--- src/hdl/esg_pkg.sv ---
package esg_pkg;

	localparam int MaxStepsDef  = 64;
	localparam int CoordBitsDef = 30;
	localparam int GridBits     = 20;
	localparam logic [GridBits-1:0] GridReset = 20'd1;

	typedef enum logic [1:0] {
		KIND_VERT  = 2'd0,
		KIND_HORIZ = 2'd1,
		KIND_XSTEP = 2'd2,
		KIND_YSTEP = 2'd3
	} kind_t;

	// back-end walk states
	typedef enum logic [2:0] {
		BK_IDLE,
		BK_FIRST,
		BK_STEP,
		BK_MUL,
		BK_DIV,
		BK_MOD,
		BK_SNAP
	} bk_state_t;

endpackage

--- src/hdl/esg_front.sv ---
// accepts edges, classifies them and pushes a descriptor into a two-entry queue
module esg_front #(
	parameter int CB = esg_pkg::CoordBitsDef
) (
	input  logic                       clk,
	input  logic                       arst_n,
	input  logic                       in_valid,
	output logic                       in_ready,
	input  logic signed [CB-1:0]       origin_x,
	input  logic signed [CB-1:0]       origin_y,
	input  logic signed [CB-1:0]       end_x,
	input  logic signed [CB-1:0]       end_y,
	output logic                       q_valid,
	input  logic                       q_pop,
	output logic [1:0]                 q_kind,
	output logic                       q_xr,
	output logic                       q_yr,
	output logic signed [CB-1:0]       q_os,
	output logic signed [CB-1:0]       q_es,
	output logic signed [CB-1:0]       q_oo,
	output logic signed [CB:0]         q_ds,
	output logic signed [CB:0]         q_dd
);
	import esg_pkg::*;

	localparam int W = 2 + 2 + 3 * CB + 2 * (CB + 1);

	logic [W-1:0] mem_q [2];
	logic         wp_q, rp_q;
	logic [1:0]   cnt_q;
	logic [W-1:0] wdata;

	logic signed [CB:0] dx, dy, adx, ady;
	logic               xr, yr, xs;
	kind_t              kind;

	// classify the edge
	always_comb begin
		dx  = (CB+1)'(end_x) - (CB+1)'(origin_x);
		dy  = (CB+1)'(end_y) - (CB+1)'(origin_y);
		adx = dx[CB] ? -dx : dx;
		ady = dy[CB] ? -dy : dy;
		xr  = end_x > origin_x;
		yr  = end_y > origin_y;
		xs  = ady > adx;
		if (origin_x == end_x)      kind = KIND_VERT;
		else if (origin_y == end_y) kind = KIND_HORIZ;
		else if (xs)                kind = KIND_XSTEP;
		else                        kind = KIND_YSTEP;
		if (kind == KIND_VERT || kind == KIND_HORIZ)
			wdata = {kind, xr, yr, origin_x, end_x, origin_y, dx, dy};
		else if (xs)
			wdata = {kind, xr, yr, origin_x, end_x, origin_y, dx, dy};
		else
			wdata = {kind, xr, yr, origin_y, end_y, origin_x, dy, dx};
	end

	assign in_ready = cnt_q != 2'd2;
	assign q_valid  = cnt_q != 2'd0;
	assign {q_kind, q_xr, q_yr, q_os, q_es, q_oo, q_ds, q_dd} = mem_q[rp_q];

	// queue pointers
	always_ff @(posedge clk or negedge arst_n) begin
		if (!arst_n) begin
			wp_q  <= 1'b0;
			rp_q  <= 1'b0;
			cnt_q <= 2'd0;
		end else begin
			if (in_valid && in_ready) wp_q <= ~wp_q;
			if (q_pop && q_valid)     rp_q <= ~rp_q;
			cnt_q <= cnt_q + {1'b0, in_valid && in_ready} - {1'b0, q_pop && q_valid};
		end
	end

	always_ff @(posedge clk) begin
		if (in_valid && in_ready)
			mem_q[wp_q] <= wdata;
	end
endmodule

--- config.mk ---
export PLATFORM = sky130hd
export DESIGN_NAME = esg_front
export DESIGN_NICKNAME = d
export VERILOG_FILES = /design/src/hdl/esg_pkg.sv /design/src/hdl/esg_front.sv
export SDC_FILE = /design/constraint.sdc
export NUM_CORES = 1
export LEC_CHECK = 0
export ABC_AREA = 1
export ABC_CLOCK_PERIOD_IN_PS = 10800
export BUFFER_PORTS_ARGS = -buffer_cell sky130_fd_sc_hd__clkbuf_2
export CORE_ASPECT_RATIO = 1.75
export CORE_MARGIN = 4
export CORE_UTILIZATION = 40
export CTS_BUF_LIST = sky130_fd_sc_hd__clkbuf_2
export CTS_CLUSTER_DIAMETER = 60
export DETAILED_ROUTE_END_ITERATION = 10
export PLACE_DENSITY_LB_ADDON = 0.05
export SYNTH_ARGS = -nofsm -noshare
export SYNTH_HDL_FRONTEND = slang
export SYNTH_SLANG_ARGS = --single-unit
--- constraint.sdc ---
create_clock -name clk -period 10.8 [get_ports clk]
set_clock_uncertainty 0.05 [all_clocks]
set_input_delay 0 -clock clk [delete_from_list [all_inputs] [get_ports clk]]
set_output_delay 0 -clock clk [all_outputs]
set_load 0.05 [all_outputs]
==> results.toml <==
[worst_setup_path]
cp.arrival_ns = 7.68
cp_slowest_stage_delay_ns = 0.62
r2r-end = "mem_q[1][18]$_DFFE_PP_"
cp_max_fo = 79
critPathSlowestCell = "dlygate4sd3_1"
reg2regPathDepth = 6
endpoint_kind = "flop"
r2r_setup_slack_ns = 8.05
r2r_start = "cnt_q[0]$_DFF_PN0_"
cp_data_required_time_ns = 11.53
start_kind = "primary input"
setup.worst_path.end = "mem_q[0][147]$_DFFE_PP_"
crit_start = "origin_x[1]"
critPathKind = "in -> reg"
crit_path_frequent_cell = "nand2_1"

[cts]
cts_sinks = 316
clkLatencyLatePin_ns = 1.03
post_cts_buffers = 0
numCtsBuffers = 74
cts_tree = "yes"
htree_num_levels = 3
clk_pin_slew_worst_paths_ns = 0.11
clock-root-buffer = "clkbuf_2"
ctsLongestPathBuffers = 3

[sta]
grt_setup_unrepaired = "no"
worst_pin_slew_ns = 1.086
fin_crit_sh_pct = 64.30
min_period_ns = 6.945
fmax_ghz = 0.1440
final.setup.worst_slack_ns = 3.855
hold_viol = 0
relSlewSlack_pct = 27.58
setup_viol = 0
fin_setup_tns_ns = 0
finalMaxSlewViolations = 0
whs_ns = 0.2056

[route]
drc_errors = 0
wire_per_inst_um = 20.27
vias = 20850
viasPerCell = 5.044
drt_pass1_iterations = 8
wl_mm = 83.79
drt_iter0_drc = 1212
drtAntennaViolNets = 0

[yosys]
synth.largest_area_cell = "edfxtp_1"
yosysUniqueCellTypes = 42
synth-seq-area-share_pct = 44.88
yosys_warnings = 0
synthCells = 2829
synth_seq_cells = 316
synth-edff-count = 312
syn_area_um2 = 21100
synthTopCellsByArea = "edfxtp_1 (44%), nand2_1 (23%), inv_1 (6.6%)"
synth_flop_cell = "edfxtp_1"
syn_nets = 3052
avgSynthCellArea_um2 = 7.458
synth-async-reset-ratio_pct = 1.266
synth_top_area_share_pct = 44.40

[final_layout]
drive_above_1_share_pct = 15.12
ff_latch_area_um2 = 9473
fillCellCount = 5186
fin_cells = 4134
fin_nets = 3628
multi_input_area_um2 = 9757
area_growth_pct = 25.55
finalInstanceArea_um2 = 26490
fin_util_pct = 50.59

[floorplan]
die_w_um = 181.6
io_pins = 282
start_util_pct = 40.30
die_area_um2 = 56630
design.core.area_um2 = 52360
fp.dieH_um = 311.8
num_rows = 111

[global_route]
antenna_found_initial = 5
globalRouteTotalUtil_pct = 28.98
grt_pass1_wl_mm = 124.3
grt_overflow_total = 0
grt_max_degree = 82
grt_pass1_vias = 21320

[power_and_ir_drop]
power.density_nw_per_um2 = 269.1
ir_drop_uv = 191.3
p_leak_nw = 13.33
power.total_mw = 7.129

[placement]
finalWeightedCongestion = 1.002
place_area_um2 = 23040
dp.cells = 3728
pre_cts_ws_ns = 4.052
hpwl_mm = 64.53
port_buffers = 281

[run_status]
status = "complete, no violations"

[hold_path]
hp-class = "in -> reg"

[run]
max-cap-violations = 0
## cell families after synthesis
group	share of synthesized area, %
compound gates	5.675
xor+xnor	1.945
fa+ha+maj	5.942
buf+inv	8.990
flops	44.88
simple gates	32.57
## worst min path at each step
stage,to,from,depth (start not counted),slack [ns]
after floorplan,cnt_q[0]$_DFF_PN0_,arst_n,0,-0.35
after global placement,cnt_q[1]$_DFF_PN0_,arst_n,1,-0.23
after detailed placement,cnt_q[1]$_DFF_PN0_,arst_n,1,-0.23
after CTS,mem_q[1][31]$_DFFE_PP_,origin_y[0],4,0.03
after global routing,mem_q[1][31]$_DFFE_PP_,origin_y[0],4,0.08
final,cnt_q[1]$_DFF_PN0_,in_valid,6,0.21
## where the power goes
part / switching, mW / internal [mW] / total (mW)
logic: 3.25 / 0.989 / 4.24
registers: 0.114 / 2.00 / 2.11
clock network: 0.485 / 0.293 / 0.778
total: 3.85 / 3.28 / 7.13
## flip-flops by register name, indices dropped and copies added, names as in the netlist
| name | count |
|---|---|
| wp_q | 1 |
| mem_q | 312 |
| rp_q | 1 |
| cnt_q | 2 |
## timing repair
| item | CTS | global route |
|---|---|---|
| hold endpoints to repair | 382 | 0 |
| hold buffers | 279 | 0 |
| resized for setup | 0 | 0 |
## synth_stat cells (11+ instances only)
cell type / number
buf_6: 17
o21ai_0: 102
nand2_1: 1280
nand3_1: 120
xor2_1: 44
nand4_1: 28
nand2_2: 45
ha_1: 97
nor2_1: 145
edfxtp_1: 312
inv_2: 15
inv_1: 371
clkbuf_1: 32
a21oi_1: 64
nor2_2: 22
buf_2: 11
o21ai_1: 41
## placed cells by master (no fill, tap or decap), types with 3 or more instances in the layout
master / n
nand2_1: 1280
clkbuf_2: 389
inv_1: 370
edfxtp_1: 312
dlygate4sd3_1: 279
nor2_1: 143
nand3_1: 120
o21ai_0: 102
ha_1: 97
a21oi_1: 64
nand2_2: 45
xor2_1: 44
o21ai_1: 41
nand4_1: 28
nor2_2: 22
inv_2: 17
buf_4: 13
nor3_1: 10
nor2_4: 8
nand3b_1: 8
nor4_1: 6
nand3_2: 5
clkinv_1: 5
diode_2: 4
o21ai_2: 4
o211ai_1: 4
o21bai_1: 3
a21oi_2: 3
inv_6: 3
dfrtp_1: 3
## area by class of cell
cell class	count	share of cell area (%)
diodes	4	0.03779
repair buffers	573	16.22
flip-flops and latches	316	35.76
multi-input cells	2053	36.83
clock inverters	15	0.4062
well taps	678	3.202
clock buffers	108	2.040
inverters	387	5.503
## layer usage
metal	track usage, %	share of wire, %	routed length (um)
met5	0	0.016	13
met3	3.819	4.6	3845
met1	31.01	36	30540
met2	53.07	52	43240
met4	18.21	7.3	6152
## critical path: cells and delay by family
family	cells	cell delay, ns
AOI/OAI and AO/OA	1	0.19
buffers and inverters	7	2.95
adders and majority gates	2	0.90
and+or+nand+nor	19	3.60
Note: power is estimated with default switching activity, not from simulation.
